[config.mk]
export PLATFORM = sky130hd
export DESIGN_NAME = hpim_digit_cell
export DESIGN_NICKNAME = d
export VERILOG_FILES = /design/src/rtl/assert_macros.svh /design/src/rtl/hpim_pkg.sv /design/src/rtl/hpim_digit_cell.sv
export SDC_FILE = /design/constraint.sdc
export NUM_CORES = 1
export LEC_CHECK = 0
export ABC_AREA = 1
export BUFFER_PORTS_ARGS = -buffer_cell sky130_fd_sc_hd__clkbuf_2
export CORE_MARGIN = 2
export CORE_UTILIZATION = 31
export CTS_BUF_LIST = sky130_fd_sc_hd__clkbuf_16
export DETAILED_ROUTE_END_ITERATION = 7
export PLACE_DENSITY = 0.51
export SETUP_SLACK_MARGIN = 0.2
export SYNTH_ARGS = -nofsm -noshare
export SYNTH_HDL_FRONTEND = slang
export SYNTH_SLANG_ARGS = --single-unit
[constraint.sdc]
create_clock -name aclk -period 10.98 [get_ports aclk]
set_clock_uncertainty 0.15 [all_clocks]
set_input_delay 0 -clock aclk [delete_from_list [all_inputs] [get_ports aclk]]
set_output_delay 0 -clock aclk [all_outputs]
set_load 0.05 [all_outputs]
[src/rtl/assert_macros.svh]
// Assertion macros used by the top-level RTL file.
// Depends on nothing; the assertion bodies drop out under SYNTHESIS.
`ifndef ASSERT_MACROS_SVH
`define ASSERT_MACROS_SVH
`ifndef SYNTHESIS
`define ASSERT_SYNC(label, clk, rst_n, prop) \
    label: assert property (@(posedge clk) disable iff (!(rst_n)) (prop)) \
        else $error("assertion failed");
`define ASSERT_SYNC_ALWAYS(label, clk, prop) \
    label: assert property (@(posedge clk) (prop)) else $error("assertion failed");
`else
`define ASSERT_SYNC(label, clk, rst_n, prop)
`define ASSERT_SYNC_ALWAYS(label, clk, prop)
`endif
`endif

[src/rtl/hpim_pkg.sv]
// Shared types and constants for the Halton pixel index mapper.
// Used by hpim_digit_cell, hpim_addr_stage and the top level.
package hpim_pkg;

    localparam int IDX_W    = 25;
    localparam int DIM_W    = 13;
    localparam int DCNT_W   = 5;
    localparam int PX_W     = 12;
    localparam int PY_W     = 13;
    localparam int ADDR_W   = 24;
    localparam int S_TDATA_W = 32;
    localparam int M_TDATA_W = 80;
    localparam int CFG_IDX_W = 2;

    // floor(v / 3) == (v * RECIP3) >> RECIP3_SH for any 25-bit v
    localparam logic [25:0] RECIP3    = 26'd22369622;
    localparam int          RECIP3_SH = 26;

    localparam logic [CFG_IDX_W-1:0] REG_WIDTH  = 2'd0;
    localparam logic [CFG_IDX_W-1:0] REG_HEIGHT = 2'd1;
    localparam logic [CFG_IDX_W-1:0] REG_BASE2  = 2'd2;
    localparam logic [CFG_IDX_W-1:0] REG_BASE3  = 2'd3;

    typedef struct packed {
        logic [DIM_W-1:0]  width;
        logic [DIM_W-1:0]  height;
        logic [DCNT_W-1:0] d2;
        logic [DCNT_W-1:0] d3;
    } cfg_t;

    function automatic int pow3(input int n);
        int p;
        p = 1;
        for (int i = 0; i < n; i++) begin
            p = p * 3;
        end
        return p;
    endfunction

endpackage

[src/rtl/hpim_digit_cell.sv]
// Digit cell K: takes index bit K and ternary digit K per beat, where enabled.
// Depends on hpim_pkg.
module hpim_digit_cell #(
    parameter int K       = 0,
    parameter int X_W     = 12,
    parameter int Y_W     = 13,
    parameter bit BIN_EN  = 1'b1,
    parameter bit TERN_EN = 1'b1
) (
    input  logic                          aclk,
    input  logic                          aresetn,
    input  hpim_pkg::cfg_t                cfg,
    input  logic                          in_valid,
    output logic                          in_ready,
    input  logic [hpim_pkg::IDX_W-1:0]    in_idx,
    input  logic [hpim_pkg::IDX_W-1:0]    in_rem,
    input  logic [X_W-1:0]                in_x,
    input  logic [Y_W-1:0]                in_y,
    output logic                          out_valid,
    input  logic                          out_ready,
    output logic [hpim_pkg::IDX_W-1:0]    out_idx,
    output logic [hpim_pkg::IDX_W-1:0]    out_rem,
    output logic [X_W-1:0]                out_x,
    output logic [Y_W-1:0]                out_y
);

    localparam int DCNT_W = hpim_pkg::DCNT_W;

    logic                       valid_reg;
    logic [hpim_pkg::IDX_W-1:0] idx_reg;
    logic [hpim_pkg::IDX_W-1:0] rem_reg, rem_next;
    logic [X_W-1:0]             x_reg, x_next;
    logic [Y_W-1:0]             y_reg, y_next;
    logic                       load;

    assign in_ready = !valid_reg || out_ready;
    assign load     = in_valid && in_ready;

    generate
        if (BIN_EN) begin : g_bin
            always_comb begin
                if (DCNT_W'(K) < cfg.d2) begin
                    x_next = X_W'({in_x, in_idx[K]});
                end else begin
                    x_next = in_x;
                end
            end
        end else begin : g_no_bin
            assign x_next = in_x;
        end

        if (TERN_EN) begin : g_tern
            logic [hpim_pkg::IDX_W+25:0] prod;
            logic [hpim_pkg::IDX_W-1:0]  quot;
            logic [1:0]                  digit;
            logic [hpim_pkg::IDX_W+1:0]  q3;
            logic [Y_W+1:0]              y3;

            assign prod  = (hpim_pkg::IDX_W+26)'(in_rem) * (hpim_pkg::IDX_W+26)'(hpim_pkg::RECIP3);
            assign quot  = hpim_pkg::IDX_W'(prod >> hpim_pkg::RECIP3_SH);
            assign q3    = (hpim_pkg::IDX_W+2)'(quot) + (hpim_pkg::IDX_W+2)'({quot, 1'b0});
            assign digit = 2'((hpim_pkg::IDX_W+2)'(in_rem) - q3);
            assign y3    = (Y_W+2)'(in_y) + (Y_W+2)'({in_y, 1'b0}) + (Y_W+2)'(digit);

            always_comb begin
                if (DCNT_W'(K) < cfg.d3) begin
                    y_next   = Y_W'(y3);
                    rem_next = quot;
                end else begin
                    y_next   = in_y;
                    rem_next = in_rem;
                end
            end
        end else begin : g_no_tern
            assign y_next   = in_y;
            assign rem_next = in_rem;
        end
    endgenerate

    always_ff @(posedge aclk) begin
        if (!aresetn) begin
            valid_reg <= 1'b0;
        end else if (in_ready) begin
            valid_reg <= in_valid;
        end
    end

    always_ff @(posedge aclk) begin
        if (load) begin
            idx_reg <= in_idx;
            rem_reg <= rem_next;
            x_reg   <= x_next;
            y_reg   <= y_next;
        end
    end

    assign out_valid = valid_reg;
    assign out_idx   = idx_reg;
    assign out_rem   = rem_reg;
    assign out_x     = x_reg;
    assign out_y     = y_reg;

endmodule

==> metrics, run 1 <==
ANT nets after route 0; Stages on worst setup path 39; synth top area cells fa_1 28%, ha_1 24%, edfxtp_1 15%, inv_1 12%, nand2_1 8.3%; Setup Total Neg Slack 0 ns; post-route setup slack 2.593 ns; critical path class input port to register; die width 227.5 um; first-pass GRT wire length 71,570 um; Layout Nets 2,659; minimum clock period 8.387 ns; status finished clean; Final period util 76.38%; slowest CP cell fa_1; RR Endpoint out_rem[23]; CP Max Fanout 7; final WL 46,920 um; Worst R2R Start out_valid; number of H-tree levels 3; Post-Syn Nets 2,432; worst hold path type input port to register; Post-synth EDFFs 75; DR WL/cell 17.39 um; row cnt 81; Worst Setup Start Kind input port; Clk pin slew, worst setup/hold paths 0.06 ns; Slew HR 34.22%; post-synthesis async set-or-reset flop share 0%; worst path bufs/invs 11; largest net degree at the start of global routing 76; GP Congestion 0.9498; Clock Latency Late Sink 0.34 ns; Iter 0 DRT Violations 544; Setup WS pre-CTS 2.546 ns; core area 49,150 um2; vias in the first global route 12,940; Synth area leader fa_1; CTS Buf Count 9; gr usage total 18.61%; max incr delay on CP 0.55 ns; # diodes 0; post-synthesis area per instance 8.594 um2; FF+latch count, synth 76; max_cap viols 0; share of the synthesized area in the top cell type 28.18%; # port buffers 165; layout cells sized above 1 9.931%; initial antenna violation count 0; top cells by count, synth 489 x inv_1, 344 x nand2_1, 297 x ha_1, 218 x fa_1, 85 x nor2_1; Die ar. 51,760 um2; Worst setup endpoint out_y[9]; grt total ovfl 0; Yosys warning total 0; via count 12,240; number of vias per cell 4.538; RSZ-0062 raised after global routing no; r2r setup slk 9.14 ns; FILL cells 5,121; endpoints failing hold 0; post-CTS sizing 0; Top delay family on crit path adder cells; Syn-to-layout area delta 16.60%; placed wire-length estimate 41,260 um; IO Count 192; Critical Path Most Common Cell inv_1; Synth cell types 38; sequential area share after synthesis 14.67%; area of the multi-input gates 11,340 um2; clk sinks 76; Synth Instances 1,802; DR DRC count 0; worst endpoint required time 10.91 ns; max-slew violation count 0; nature of the critical path endpoint register; measured slew at the worst slew-check pin 0.9867 ns; Finish-stage setup viols 0; Clock Tree Root clkbuf_16; highest metal used met4; Reg area 2272 um2; met3 WL 2430 um; met1 wire length 21,250 um; count leader, synth inv_1; Die Y 227.5 um; Most used DFF post-synth edfxtp_1; Syn Std Cell Area 15,490 um2; Worst Path Arrival 8.32 ns; DR pass1 iterations 5; Worst Setup SP in_rem[22]; CTS max path bufs 2; FF-to-FF path depth 2; Initial Util 31.51%; fmax 119.2 MHz; routed wl met2 22,030 um; CTS tree done
[timing repair]
| action | in CTS | in global routing |
|---|---|---|
| endpoints found under the hold margin | 51 | 0 |
| hold buffers | 58 | 0 |
| buffers inserted | 0 | 0 |
[metrics by stage]
step | hold WS, ns | instance area, um2 | util, % | instances
floorplan | -0.05113 | 15490 | - | 1802
global placement | 0.02859 | 17140 | 34.86 | 2624
detailed placement | 0.02869 | 17140 | 34.86 | 2624
CTS | 0.004225 | 18060 | 36.73 | 2698
global route | 0.04898 | 18060 | 36.73 | 2698
finish | 0.03215 | 18060 | 36.73 | 2698
[tightest hold or removal path, stage by stage]
cell and delay [ns]:
clkbuf_2 0.26, nand2_1 0.09, nand2_1 0.07
[metal layers]
metal / up-vias / global-route usage [%]
li1: 6036 / -
met2: 320 / 32.43
met1: 5835 / 24.30
met5: - / 0
met3: 52 / 2.039
met4: 0 / 5.419
[logic make-up after synthesis]
family,after synthesis,synth area share (%)
buf+inv,500,12.14
mux,2,0.1454
compound gates,140,4.807
fa+ha+maj,515,52.18
flops,76,14.67
simple gates,546,14.75
xor+xnor,23,1.301
[placed cells by master, fill, tap and decap left out, types with 16 or more instances in the layout]
cell and n:
nor2_1 85, edfxtp_1 75, dlygate4sd3_1 58, clkbuf_2 165, fa_1 218, nand2_1 344
a21oi_1 63, o21ai_0 55, nand3_1 59, nand4_1 22, xor2_1 16, inv_1 489
ha_1 297
[registers in the layout, summed over array words and instances, names as in the netlist]
name	flops
out_valid	1
out_idx	25
out_y	13
out_rem	25
out_x	12
[worst min path at each step]
| stage | slack (ns) | cells past startpoint | from | end |
|---|---|---|---|---|
| final | 0.03 | 3 | in_rem[23] | out_rem[23] |
| after global routing | 0.05 | 3 | in_rem[23] | out_rem[23] |
| after CTS | 0.004 | 3 | in_rem[23] | out_rem[23] |
| after detailed placement | 0.03 | 1 | in_idx[22] | out_idx[22] |
| after global placement | 0.03 | 1 | in_idx[10] | out_idx[10] |
| after floorplan | -0.05 | 0 | in_idx[0] | out_idx[0] |
[final cells by class]
| class | instances | area share [%] |
|---|---|---|
| clock buffer | 9 | 1.247 |
| clock inverter | 7 | 0.6375 |
| inverter | 490 | 10.19 |
| multi-input combinational | 1226 | 62.83 |
| sequential | 76 | 12.58 |
| tap | 664 | 4.601 |
| timing repair buffer | 226 | 7.914 |
Power of run 1 is left out: the tool's default activity adds up to more than one toggle a clock period on the data nets, which glitch-free logic cannot reach.
==> inputs of run 2 (changes only) <==
--- a/config.mk
+++ b/config.mk
@@ -5,7 +5,7 @@
 export SDC_FILE = /design/constraint.sdc
 export NUM_CORES = 1
 export LEC_CHECK = 0
-export ABC_AREA = 1
+export ABC_AREA = 0
 export BUFFER_PORTS_ARGS = -buffer_cell sky130_fd_sc_hd__clkbuf_2
 export CORE_MARGIN = 2
 export CORE_UTILIZATION = 31
==> constraint.sdc (replaced) <==
create_clock -name aclk -period 8.3 [get_ports aclk]
set_clock_uncertainty 0.15 [all_clocks]
set_input_delay 0 -clock aclk [delete_from_list [all_inputs] [get_ports aclk]]
set_output_delay 0 -clock aclk [all_outputs]
set_load 0.05 [all_outputs]
==> run 2 against run 1 <==
- the flow now finishes with violations (negative hold slack)
- first-iteration DRC count shrank 16%
- utilization increased by 3.0 points
- count of clock-buffer cells in the layout stayed put
==> metrics, run 2 <==
status finished, violations left; violated checks negative hold slack; Initial Util 31.28%; synth top area cells fa_1 31%, ha_1 26%, edfxtp_1 16%, inv_1 9.2%, xor2_1 1.6%; CTS Buf Count 9; placed wire-length estimate 36,400 um; clk sinks 76; Final period util 98.07%; ANT nets after route 0; vias in the first global route 11,250; CTS max path bufs 2; Hold Slack -0.01312 ns; Die Y 217.5 um; IO Count 192; CTS tree done; Setup WS pre-CTS -0.4657 ns; area of the multi-input gates 10,800 um2; Synth area leader fa_1; FILL cells 4,474; Clock Latency Late Sink 0.34 ns; Clk pin slew, worst setup/hold paths 0.06 ns; slowest CP cell fa_2; FF+latch count, synth 76; endpoints failing hold 1; placed cell areas 16,680 um2; Layout Nets 2,321; first-pass GRT wire length 63,980 um; final WL 41,140 um; share of the synthesized area in the top cell type 30.87%; Most used DFF post-synth edfxtp_1; GP Congestion 0.9174; Reg area 2272 um2; Die ar. 47,320 um2; DR WL/cell 17.92 um; final non-filler cell total 2,296; die width 217.5 um; top cells by count, synth 345 x inv_1, 297 x ha_1, 218 x fa_1, 75 x edfxtp_1, 57 x nand2_1; most frequent cells in the layout 331 x inv_1, 279 x ha_1, 209 x fa_1; post-route setup slack 0.1598 ns; worst hold path type input port to register; number of vias per cell 4.521; layout cells sized above 1 24.06%; Syn Std Cell Area 14,140 um2; CP Max Fanout 4; DR pass1 iterations 5; Critical Path Most Common Cell fa_2; dpl cells 2,212; fin area 17,940 um2; post-synthesis area per instance 10.60 um2; commonest non-fill, non-tap cell in the layout inv_1; critical path class input port to register; fmax 122.8 MHz; count leader, synth inv_1; # port buffers 165; Yosys warning total 0; Worst Setup Start Kind input port; post-synthesis async set-or-reset flop share 0%; minimum clock period 8.140 ns; Worst Path Arrival 8.08 ns; Synth cell types 64; grt total ovfl 0; core area 45,190 um2; initial antenna violation count 0; Post-synth EDFFs 75; largest net degree at the start of global routing 80; Post-Syn Nets 1,963; DR DRC count 0; measured slew at the worst slew-check pin 1.043 ns; row cnt 78; Syn-to-layout area delta 26.94%; Finish-stage setup viols 0; sequential area share after synthesis 16.07%; max_cap viols 0; number of H-tree levels 3; # diodes 0; Clock Tree Root clkbuf_16; max-slew violation count 0; via count 10,380; Iter 0 DRT Violations 455; gr usage total 17.89%; worst endpoint required time 8.24 ns; RSZ-0062 raised after global routing yes; max incr delay on CP 0.58 ns; Synth Instances 1,333; nature of the critical path endpoint register; Slew HR 30.45%
run 2: cell families after synthesis:
logic type               synth area share [%]
adder cells (fa/ha/maj)                 57.16
flip-flops                              16.07
XOR/XNOR                                2.788
AND/OR/NAND/NOR                         5.868
buffers and inverters                   9.639
multiplexers                            1.558
AO/OA/AOI/OAI                           6.913
run 2: final cells by class:
cell class | count | area share, %
multi-input combinational | 895 | 60.19
clock buffer | 9 | 1.255
inverter | 345 | 7.217
clock inverter | 7 | 0.4253
sequential | 76 | 12.66
tap | 600 | 4.184
timing repair buffer | 364 | 14.06
run 2: final timing paths:
check / startpoint / to / slack [ns] / depth (start not counted)
max: in_rem[17] / out_y[12] / 0.16 / 36
max reg2reg: out_valid / out_rem[17] / 6.45 / 2
min reg2reg: out_valid / out_valid / 0.95 / 3
min: in_rem[17] / out_rem[17] / -0.01 / 4
run 2: timing repair:
item	in CTS	in global routing
hold buffers	60	0
hold endpoints to repair	52	0
resized for setup	9	68
buffers inserted	2	6
pin swaps	10	41
endpoints found under the setup margin	5	5
run 2: per-layer routing:
layer  vias up  routed length [um]  GRT usage, %
met5         -                   0             0
met4         0                 869         4.087
met3        40                1264         2.413
met2       171               20620         31.28
met1      5147               18390         23.40
li1       5023                   -             -
run 2: worst max-delay path: cells and delay by family:
family / cells / cell delay [ns]
adders and majority gates: 11 / 4.35
xor gates and xnor gates: 5 / 0.67
and+or+nand+nor: 1 / 0.14
AOI/OAI and AO/OA: 12 / 2.41
muxes: 1 / 0.19
buffers and inverters: 6 / 0.32
run 2: through the flow:
| stage | utilization [%] | TNS, ns |
|---|---|---|
| floorplan | - | 0 |
| global placement | 36.91 | -1.068 |
| detailed placement | 36.91 | -1.660 |
| CTS | 39.02 | 0 |
| global route | 39.71 | -0.2108 |
| finish | 39.71 | 0 |
Power of run 2 is left out for the same reason.
