`src/rtl/assert_macros.svh`:
```
// Assertion macros used by the top-level RTL file.
// Depends on nothing; the assertion bodies drop out under SYNTHESIS.
`ifndef ASSERT_MACROS_SVH
`define ASSERT_MACROS_SVH
`ifndef SYNTHESIS
`define ASSERT_SYNC(label, clk, rst_n, prop) \
    label: assert property (@(posedge clk) disable iff (!(rst_n)) (prop)) \
        else $error("assertion failed");
`define ASSERT_SYNC_ALWAYS(label, clk, prop) \
    label: assert property (@(posedge clk) (prop)) else $error("assertion failed");
`else
`define ASSERT_SYNC(label, clk, rst_n, prop)
`define ASSERT_SYNC_ALWAYS(label, clk, prop)
`endif
`endif

```
`src/rtl/hpim_pkg.sv`:
```
// Shared types and constants for the Halton pixel index mapper.
// Used by hpim_digit_cell, hpim_addr_stage and the top level.
package hpim_pkg;

    localparam int IDX_W    = 25;
    localparam int DIM_W    = 13;
    localparam int DCNT_W   = 5;
    localparam int PX_W     = 12;
    localparam int PY_W     = 13;
    localparam int ADDR_W   = 24;
    localparam int S_TDATA_W = 32;
    localparam int M_TDATA_W = 80;
    localparam int CFG_IDX_W = 2;

    // floor(v / 3) == (v * RECIP3) >> RECIP3_SH for any 25-bit v
    localparam logic [25:0] RECIP3    = 26'd22369622;
    localparam int          RECIP3_SH = 26;

    localparam logic [CFG_IDX_W-1:0] REG_WIDTH  = 2'd0;
    localparam logic [CFG_IDX_W-1:0] REG_HEIGHT = 2'd1;
    localparam logic [CFG_IDX_W-1:0] REG_BASE2  = 2'd2;
    localparam logic [CFG_IDX_W-1:0] REG_BASE3  = 2'd3;

    typedef struct packed {
        logic [DIM_W-1:0]  width;
        logic [DIM_W-1:0]  height;
        logic [DCNT_W-1:0] d2;
        logic [DCNT_W-1:0] d3;
    } cfg_t;

    function automatic int pow3(input int n);
        int p;
        p = 1;
        for (int i = 0; i < n; i++) begin
            p = p * 3;
        end
        return p;
    endfunction

endpackage

```
`src/rtl/hpim_addr_stage.sv`:
```
// Address and range stage with the output register of the mapper.
// Depends on hpim_pkg.
module hpim_addr_stage #(
    parameter int X_W = 12,
    parameter int Y_W = 13
) (
    input  logic                          aclk,
    input  logic                          aresetn,
    input  hpim_pkg::cfg_t                cfg,
    input  logic                          in_valid,
    output logic                          in_ready,
    input  logic [hpim_pkg::IDX_W-1:0]    in_idx,
    input  logic [X_W-1:0]                in_x,
    input  logic [Y_W-1:0]                in_y,
    output logic                          out_valid,
    input  logic                          out_ready,
    output logic [hpim_pkg::PX_W-1:0]     pixel_x,
    output logic [hpim_pkg::PY_W-1:0]     pixel_y,
    output logic [hpim_pkg::ADDR_W-1:0]   table_address,
    output logic                          write_enable,
    output logic [hpim_pkg::IDX_W-1:0]    index_out
);

    localparam int DIM_W  = hpim_pkg::DIM_W;
    localparam int XC_W   = (X_W > DIM_W) ? X_W : DIM_W;
    localparam int YC_W   = (Y_W > DIM_W) ? Y_W : DIM_W;
    localparam int XE_W   = (X_W > hpim_pkg::PX_W) ? X_W : hpim_pkg::PX_W;
    localparam int YE_W   = (Y_W > hpim_pkg::PY_W) ? Y_W : hpim_pkg::PY_W;
    localparam int PROD_W = Y_W + DIM_W;
    localparam int SUM_W  = (PROD_W + 1 > hpim_pkg::ADDR_W) ? PROD_W + 1 : hpim_pkg::ADDR_W;

    logic                          valid_reg;
    logic [hpim_pkg::PX_W-1:0]     px_reg;
    logic [hpim_pkg::PY_W-1:0]     py_reg;
    logic [hpim_pkg::ADDR_W-1:0]   addr_reg, addr_next;
    logic                          we_reg, we_next;
    logic [hpim_pkg::IDX_W-1:0]    idx_reg;
    logic [PROD_W-1:0]             prod;
    logic [SUM_W-1:0]              sum;
    logic [XE_W-1:0]               x_ext;
    logic [YE_W-1:0]               y_ext;

    assign in_ready = !valid_reg || out_ready;

    assign prod    = PROD_W'(in_y) * PROD_W'(cfg.width);
    assign sum     = SUM_W'(prod) + SUM_W'(in_x);
    assign we_next = (XC_W'(in_x) < XC_W'(cfg.width)) && (YC_W'(in_y) < YC_W'(cfg.height));
    assign addr_next = we_next ? sum[hpim_pkg::ADDR_W-1:0] : '0;
    assign x_ext   = XE_W'(in_x);
    assign y_ext   = YE_W'(in_y);

    always_ff @(posedge aclk) begin
        if (!aresetn) begin
            valid_reg <= 1'b0;
        end else if (in_ready) begin
            valid_reg <= in_valid;
        end
    end

    always_ff @(posedge aclk) begin
        if (in_valid && in_ready) begin
            px_reg   <= x_ext[hpim_pkg::PX_W-1:0];
            py_reg   <= y_ext[hpim_pkg::PY_W-1:0];
            addr_reg <= addr_next;
            we_reg   <= we_next;
            idx_reg  <= in_idx;
        end
    end

    assign out_valid     = valid_reg;
    assign pixel_x       = px_reg;
    assign pixel_y       = py_reg;
    assign table_address = addr_reg;
    assign write_enable  = we_reg;
    assign index_out     = idx_reg;

endmodule

```
`config.mk`:
```
export PLATFORM = sky130hd
export DESIGN_NAME = hpim_addr_stage
export DESIGN_NICKNAME = d
export VERILOG_FILES = /design/src/rtl/assert_macros.svh /design/src/rtl/hpim_pkg.sv /design/src/rtl/hpim_addr_stage.sv
export SDC_FILE = /design/constraint.sdc
export NUM_CORES = 1
export LEC_CHECK = 0
export ABC_AREA = 0
export BUFFER_PORTS_ARGS = -buffer_cell sky130_fd_sc_hd__buf_4
export CELL_PAD_IN_SITES_DETAIL_PLACEMENT = 0
export CELL_PAD_IN_SITES_GLOBAL_PLACEMENT = 1
export CORE_MARGIN = 4
export CORE_UTILIZATION = 48
export CTS_CLUSTER_SIZE = 16
export DETAILED_ROUTE_END_ITERATION = 10
export PLACE_DENSITY_LB_ADDON = 0.1
export SETUP_SLACK_MARGIN = 0.02
export SLEW_MARGIN = 20
export SYNTH_ARGS = -nofsm -noshare
export SYNTH_HDL_FRONTEND = slang
export SYNTH_SLANG_ARGS = --single-unit
```
`constraint.sdc`:
```
create_clock -name aclk -period 16 [get_ports aclk]
set_input_delay 0.8 -clock aclk [delete_from_list [all_inputs] [get_ports aclk]]
set_output_delay 0.8 -clock aclk [all_outputs]
set_load 0.01 [all_outputs]
```
==> results of run 1 <==
## logic make-up after synthesis
family                     after synthesis  synth area share, %
and+or+nand+nor                        248                 14.0
adders and majority gates              231                 43.6
buffers and inverters                  204                 8.69
DFF                                     76                 25.7
AOI/OAI and AO/OA                       75                 5.50
xor gates and xnor gates                24                 2.38
## sequential cells by signal (all words and copies together) (netlist names)
register	count
out_valid	1
pixel_x	12
write_enable	1
pixel_y	13
table_address	24
index_out	25
## power by group through the flow
stage | Clock (uW) | Sequential [uW] | Combinational, uW
after detailed placement | 0 | 304 | 1510
final | 233 | 300 | 1500
after global placement | 0 | 303 | 1510
after floorplan | 0 | 324 | 1100
after CTS | 240 | 300 | 1520
after global routing | 249 | 303 | 1710
## worst max path at each step
stage	cells after the start	end	from
5_1_grt	22	table_address[21]	cfg[24]
4_1_cts	22	table_address[21]	in_y[7]
2_1_floorplan	22	table_address[21]	in_y[7]
6_report	22	table_address[21]	cfg[24]
3_5_place_dp	22	table_address[21]	in_y[7]
3_3_place_gp	22	table_address[21]	in_y[7]
## cell usage in the layout (no fill, tap or decap), types with 6 or more instances in the layout
master and instances:
sky130_fd_sc_hd__and3_1 6, sky130_fd_sc_hd__buf_4 158, sky130_fd_sc_hd__and2_1 93, sky130_fd_sc_hd__o21ai_0 14, sky130_fd_sc_hd__inv_1 174, sky130_fd_sc_hd__a21oi_1 24
sky130_fd_sc_hd__ha_1 103, sky130_fd_sc_hd__nand2_1 90, sky130_fd_sc_hd__fa_1 128, sky130_fd_sc_hd__clkbuf_16 9, sky130_fd_sc_hd__xnor2_1 19, sky130_fd_sc_hd__edfxtp_1 75
sky130_fd_sc_hd__nor2_1 32
## final cells by class
| type | instances | area [sq um] | area share [%] |
|---|---|---|---|
| clock buffer | 9 | 225 | 2.14 |
| clock inverter | 7 | 106 | 1.01 |
| inverter | 175 | 657 | 6.24 |
| multi-input combinational | 578 | 5790 | 55.0 |
| sequential | 76 | 2270 | 21.6 |
| tap | 229 | 287 | 2.72 |
| timing repair buffer | 158 | 1190 | 11.3 |
## metrics by stage
step	instances	utilization (%)	power (uW)	worst slack, ps
global route	1232	58.4	2260	9120
floorplan	858	-	1420	9810
global placement	1216	56.5	1810	9140
detailed placement	1216	56.5	1810	9180
CTS	1232	58.4	2060	9530
finish	1232	58.4	2030	9430
## metal layers
| layer | vias up | share of wire, % | global-route usage [%] |
|---|---|---|---|
| met3 | 26 | 4.9 | 2.60 |
| met2 | 149 | 53 | 38.8 |
| met5 | - | 0 | 0 |
| li1 | 2981 | - | - |
| met1 | 3199 | 40 | 27.9 |
| met4 | 0 | 2.1 | 6.19 |
## worst max-delay path, cell delays in order
cell                       delay, ps
sky130_fd_sc_hd__buf_4           180
sky130_fd_sc_hd__and2_1          190
sky130_fd_sc_hd__fa_1            530
sky130_fd_sc_hd__inv_1            50
sky130_fd_sc_hd__fa_1            470
sky130_fd_sc_hd__inv_1            50
sky130_fd_sc_hd__fa_1            500
sky130_fd_sc_hd__inv_1            50
sky130_fd_sc_hd__fa_1            470
sky130_fd_sc_hd__inv_1            50
sky130_fd_sc_hd__fa_1            530
sky130_fd_sc_hd__inv_1            50
sky130_fd_sc_hd__fa_1            530
sky130_fd_sc_hd__inv_1            50
sky130_fd_sc_hd__ha_1            360
sky130_fd_sc_hd__o21ai_0         300
sky130_fd_sc_hd__nor3_1           80
sky130_fd_sc_hd__a211oi_1        590
sky130_fd_sc_hd__o221ai_1        320
sky130_fd_sc_hd__o31ai_1         310
sky130_fd_sc_hd__xnor2_1         150
sky130_fd_sc_hd__nor2_1           50
==> results.md, run 1 <==
* Total non-filler cell area in the finished layout at around 0.011 sq mm
* Maximum clock frequency at between 150 and 200 MHz
* Standby leakage power at 0.00521 uW
* Pins over their slew limit at 0
* Gate power share at 73.8%
* Max cap viols at 0
* Detailed-route wire length at between 20 and 25 mm
* Violation count after the first detailed-routing iteration at 239
* Final setup violation count at 0
* Average vias per placed instance at 5.16
* Die W at ~140 microns
* Run status: complete, no violations
* CP max FO at 14
* Via count of the first global-routing pass at 6605
* Layout cell share with drive strength beyond 1 at approximately 18%
* Dominant synthesized flop cell: sky130_fd_sc_hd__edfxtp_1
* Die Footprint at a little over 0.02 sq mm
* Power Density at between 150 and 200 mW/mm^2
* Synth Net Count at 1179
* Clock power share at 11.5%
* Overall track demand over capacity in global routing at 21.7%
* CTS sink cnt at 76
* Worst reg2reg endpoint: index_out[5]
* Final worst path period share at 41.1%
* Hold WC Path Type: flop to flop
* Starting density of the core at 49.0%
* CTS Hold Buffers Added at 0
* Commonest cells in the netlist: sky130_fd_sc_hd__inv_1 (174), sky130_fd_sc_hd__fa_1 (128), sky130_fd_sc_hd__ha_1 (103)
* Clk Latency, worst-skew pair at 350 ps
* Dpl cell area at 0.0102 sq mm
* Min Clock Period, post-route at 6570 ps
* Synthesized area per cell at roughly 10 sq um
* Critical Path Sink Type: flop
* Number of enable-type register cells in the synthesized netlist at 75
* First-pass GRT wire length at roughly 35 mm
* Post-synth ARST share at 0%
* Int Power at 1090 uW
* Fin nets at 1319
* Post-synthesis instance area at ~0.0088 sq mm
* Cell with the most instances after synthesis: sky130_fd_sc_hd__inv_1
* TritonCTS clock tree: done
* Actual transition at the worst max-transition pin at 929 ps
* Die span in y at 144 microns
* Summed negative setup slack over all endpoints at 0 ps
* Number of remaining DRC errors at 0
* Synthesis-stage register bit count at 76
* Detailed-route via count at 6355
* Buffers from clock root to sink, at most at 2
* Sw Ratio at 46.4%
* Final-report hold violation count at 0
* Sequential-to-total area share from yosys stat at 25.7%
* Number of cells upsized or downsized after cts at 0
* IR Drop Worst-Case VDD at approximately 210 uV
* Number of post-CTS setup repair buffers at 0
* Sequential share of power at approximately 15%
* Ports at between 150 and 200
* Register clock-pin slew on the reported worst setup and hold paths at 80 ps
* Sw Pwr at 944 uW
* Antenna fix cells at 0
* Core region area at 0.0180 sq mm
* Max H-tree Level at 3
* Number of fillers in the final layout at between 1500 and 2000
* Layout Area Growth over Synthesis at 19.2%
* Arrival time of data at the critical path endpoint at 6660 ps
* Worst min-delay path startpoint: out_valid
* Number of buffers added by the clock tree synthesis step at 9
* GPL Wtd Cong at 0.856
* Setup repair after global routing missed its margin: false
* Antenna-violating nets left at 0
* Crit Reg-Reg Startpoint: out_valid
* Count of unique library cells instantiated by Yosys at 43
* Antenna violations before repair at 0
* Final HPWL from detailed placement at 16.8 mm
* Number of port buffers at 156
* Num rows at just under 50
* Root cell of the clock tree: sky130_fd_sc_hd__clkbuf_16
* Max-slew headroom at the worst pin at 38.0%
* Area leader, netlist: sky130_fd_sc_hd__fa_1
* Type of the worst setup path: primary input to flop
* Grt total ovfl at 0
* Pin count of the biggest net entering global routing at 70
* Kind of start point of the critical path: primary input
* Top cell type's share of synthesized area at 29.0%
* Worst-case register-to-register setup slack at around 14000 ps
* Largest cells by area after synthesis: sky130_fd_sc_hd__fa_1 (29%), sky130_fd_sc_hd__edfxtp_1 (26%), sky130_fd_sc_hd__ha_1 (15%), sky130_fd_sc_hd__inv_1 (7.4%), sky130_fd_sc_hd__and2_1 (6.7%)
* Number of cells produced by synthesis at 858
* Warning count from the yosys run at 0
* Worst Hold Margin at approximately 570 ps
* Worst reg-to-reg path cell count at 3
* Number of cells on the worst hold path at 2
* Average wire per cell in the routed design at 17.2 microns
* Hold Crit Endpoint: out_valid
* Iteration count of the initial detailed-routing pass at 4
* Setup Skew at 16.3 ps
* Required time of the worst setup path at around 16000 ps
(Power assumes the default switching activity.)
==> run 2, diff against run 1 <==
CORE_UTILIZATION = 40   (was 48)
clock period = 5.5 ns   (was 16 ns; I/O delays follow)
==> run 2 against run 1 <==
  * Wire length rose by 1.9%
  * Global-route usage fell by 3.6 points
  * Worst hold slack got worse by 470 ps
  * First-iteration DRC count rose by 5.9%
  * Non-clock buffer count rose by 67
  * Sequential power rose to 2.9 times the previous value
  * Largest cell class unchanged
  * Critical endpoint unchanged
  * Via count rose by 1.5%
  * Clock power rose to 2.6 times the previous value
  * Final cell count rose by 9.6%
  * Register-to-register slack got worse by 10000 ps
==> results.md, run 2 (same netlist as run 1, synthesis figures left out) <==
* Run status: complete, no violations
* Cell breakdown of the critical path: buf_4 > and2_4 > fa_1 > inv_1 > fa_1 > inv_1 > fa_1 > inv_1 > fa_1 > inv_1 > fa_1 > inv_1 > fa_1 > inv_1 > ha_4 > a21oi_2 > o211ai_1 > a211oi_2 > buf_4 > o221ai_4 > o31ai_2 > xnor2_1 > nor2_1
* Iteration count of the initial detailed-routing pass at 4 (unchanged)
* Antenna violations before repair at 0 (unchanged)
* Power Density at 605 mW/mm^2 (+210%)
* Worst-case register-to-register setup slack at 3820 ps (-10290 ps)
* Number of flip-flops in the largest register at 25 (unchanged)
* Number of remaining DRC errors at 0 (unchanged)
* Final HPWL from detailed placement at 18.1 mm (+7.9%)
* Starting density of the core at 40.6% (-8.4 points)
* Die W at 157 microns (+9.0%)
* Standby leakage power at 0.00552 uW (+5.9%)
* Register clock-pin slew on the reported worst setup and hold paths at 70 ps (about the same)
* Final worst path period share at 95.6%
* Hold WC Path Type: primary input to flop
* Dpl cell area at 0.0108 sq mm (+6.2%)
* Root cell of the clock tree: sky130_fd_sc_hd__clkbuf_16
* Grt total ovfl at 0 (unchanged)
* Type of the worst setup path: primary input to flop
* Met1 Track Usage GR at 23.2% (-4.7 points)
* Critical Path Sink Type: flop
* Overall track demand over capacity in global routing at 18.1% (-3.6 points)
* Summed negative setup slack over all endpoints at 0 ps (unchanged)
* Actual transition at the worst max-transition pin at 1010 ps (+83.2 ps)
* Critical-path top delay cell: sky130_fd_sc_hd__fa_1
* Arrival time of data at the critical path endpoint at 5360 ps (-1300 ps)
* Pins over their slew limit at 0 (unchanged)
* Largest delay share family, worst path: adder cells
* Worst slack, placed at -242 ps (-9420 ps)
* Highest-utilization routing layer at the global route stage: met2
* Detailed-route wire length at 21.6 mm (+1.9%)
* Layout cell share with drive strength beyond 1 at 24.0% (+6.5 points)
* Die Footprint at 0.0245 sq mm (+19%)
* Max cap viols at 0 (unchanged)
* Ports at 167 (unchanged)
* IR Drop Worst-Case VDD at 520 uV (+150%)
* First-pass GRT wire length at 34.7 mm (+0.40%)
* Number of post-CTS setup repair buffers at 0 (unchanged)
* Max H-tree Level at 3 (unchanged)
* Pin count of the biggest net entering global routing at 76 (+8.6%)
* Buffers from clock root to sink, at most at 2 (unchanged)
* Commonest cells after routing, fill and taps aside: sky130_fd_sc_hd__buf_4 (224), sky130_fd_sc_hd__inv_1 (174), sky130_fd_sc_hd__fa_1 (128)
* Average vias per placed instance at 4.78 (-7.3%)
* Num rows at 54 (+10%)
* Most frequent standard cell in the layout excluding fill and tap cells: sky130_fd_sc_hd__buf_4
* Violation count after the first detailed-routing iteration at 253 (+5.9%)
* Core region area at 0.0218 sq mm (+21%)
* Final setup violation count at 0 (unchanged)
* Total non-filler cell area in the finished layout at 0.0112 sq mm (+6.1%)
* Number of port buffers at 156 (unchanged)
* Met2 global-route usage at 32.9% (-5.9 points)
* Final-report hold violation count at 0 (unchanged)
* Antenna fix cells at 0 (unchanged)
* Clk Latency, worst-skew pair at 350 ps (about the same)
* Number of buffer and inverter instances along the worst setup path at 8 (+1)
* Fin nets at 1386 (+5.1%)
* Met3 Use GR at 2.54% (-0.051 points)
* Antenna-violating nets left at 0 (unchanged)
* Layout Utilization at 51.3% (-7.1 points)
* Layout Area Growth over Synthesis at 26.5%
* Average wire per cell in the routed design at 16.0 microns (-7.0%)
* Via count of the first global-routing pass at 6670 (+0.98%)
* Detailed-route via count at 6452 (+1.5%)
* Required time of the worst setup path at 5600 ps (-10490 ps)
* Maximum clock frequency at 190 MHz
* Die span in y at 157 microns (+9.0%)
* CTS sink cnt at 76 (unchanged)
* Setup Skew at 8.99 ps (-7.33 ps)
* Final worst slack at 240 ps (-9190 ps)
* Worst Hold Margin at 97.3 ps (-471 ps)
* Kind of start point of the critical path: primary input
* Min Clock Period, post-route at 5260 ps
* Number of buffers added by the clock tree synthesis step at 9 (unchanged)
* Peak per-stage delay on the critical path at 520 ps (-70 ps)
* CP max FO at 10 (-4)
* Max-slew headroom at the worst pin at 32.5% (-5.5 points)
* GPL Wtd Cong at 0.811 (-5.3%)
* TritonCTS clock tree: done
* Setup repair after global routing missed its margin: false
## run 2: cell count changes in the layout (fill, tap and decap cells not counted), moves of 2 or more
cell	previous run	this run
sky130_fd_sc_hd__buf_4	158	224
sky130_fd_sc_hd__ha_1	103	100
sky130_fd_sc_hd__a21oi_1	24	22
sky130_fd_sc_hd__o21ai_0	14	12
sky130_fd_sc_hd__o21ai_1	0	2
sky130_fd_sc_hd__a21oi_2	0	2
sky130_fd_sc_hd__ha_4	0	3
sky130_fd_sc_hd__bufinv_16	2	0
## run 2: final timing paths
check / from / end / cells after the start
max: cfg[24] / table_address[21] / 23
min: in_idx[1] / index_out[1] / 1
max reg2reg: out_valid / pixel_y[1] / 2
min reg2reg: out_valid / out_valid / 2
## run 2: final cells by class
type	instances	area (sq um)
clock buffers	9	225
flip-flops and latches	76	2270
repair buffers	225	1700
multi-input cells	578	5890
well taps	280	350
fillers	2095	10600
clock inverters	7	65.1
inverters	175	657
## run 2: layer usage
layer,wire [microns],vias to the layer above
met5,0,-
met3,693,15
li1,-,3118
met2,11800,88
met4,243,0
met1,8910,3231
## run 2: power breakdown
| part | total, uW | internal [uW] | switching [uW] |
|---|---|---|---|
| combinational | 5280 | 2610 | 2660 |
| clock | 601 | 318 | 283 |
| sequential | 874 | 847 | 26.7 |
## run 2: through the flow
stage,total power (uW),std cells
2_1_floorplan,4300,858
3_3_place_gp,6060,1334
3_5_place_dp,6070,1334
4_1_cts,6720,1350
5_1_grt,7510,1350
6_report,6750,1350
## run 2: repair_timing
item	in CTS	in global routing
resized for setup	0	11
setup endpoints to repair	0	5
hold buffers	0	0
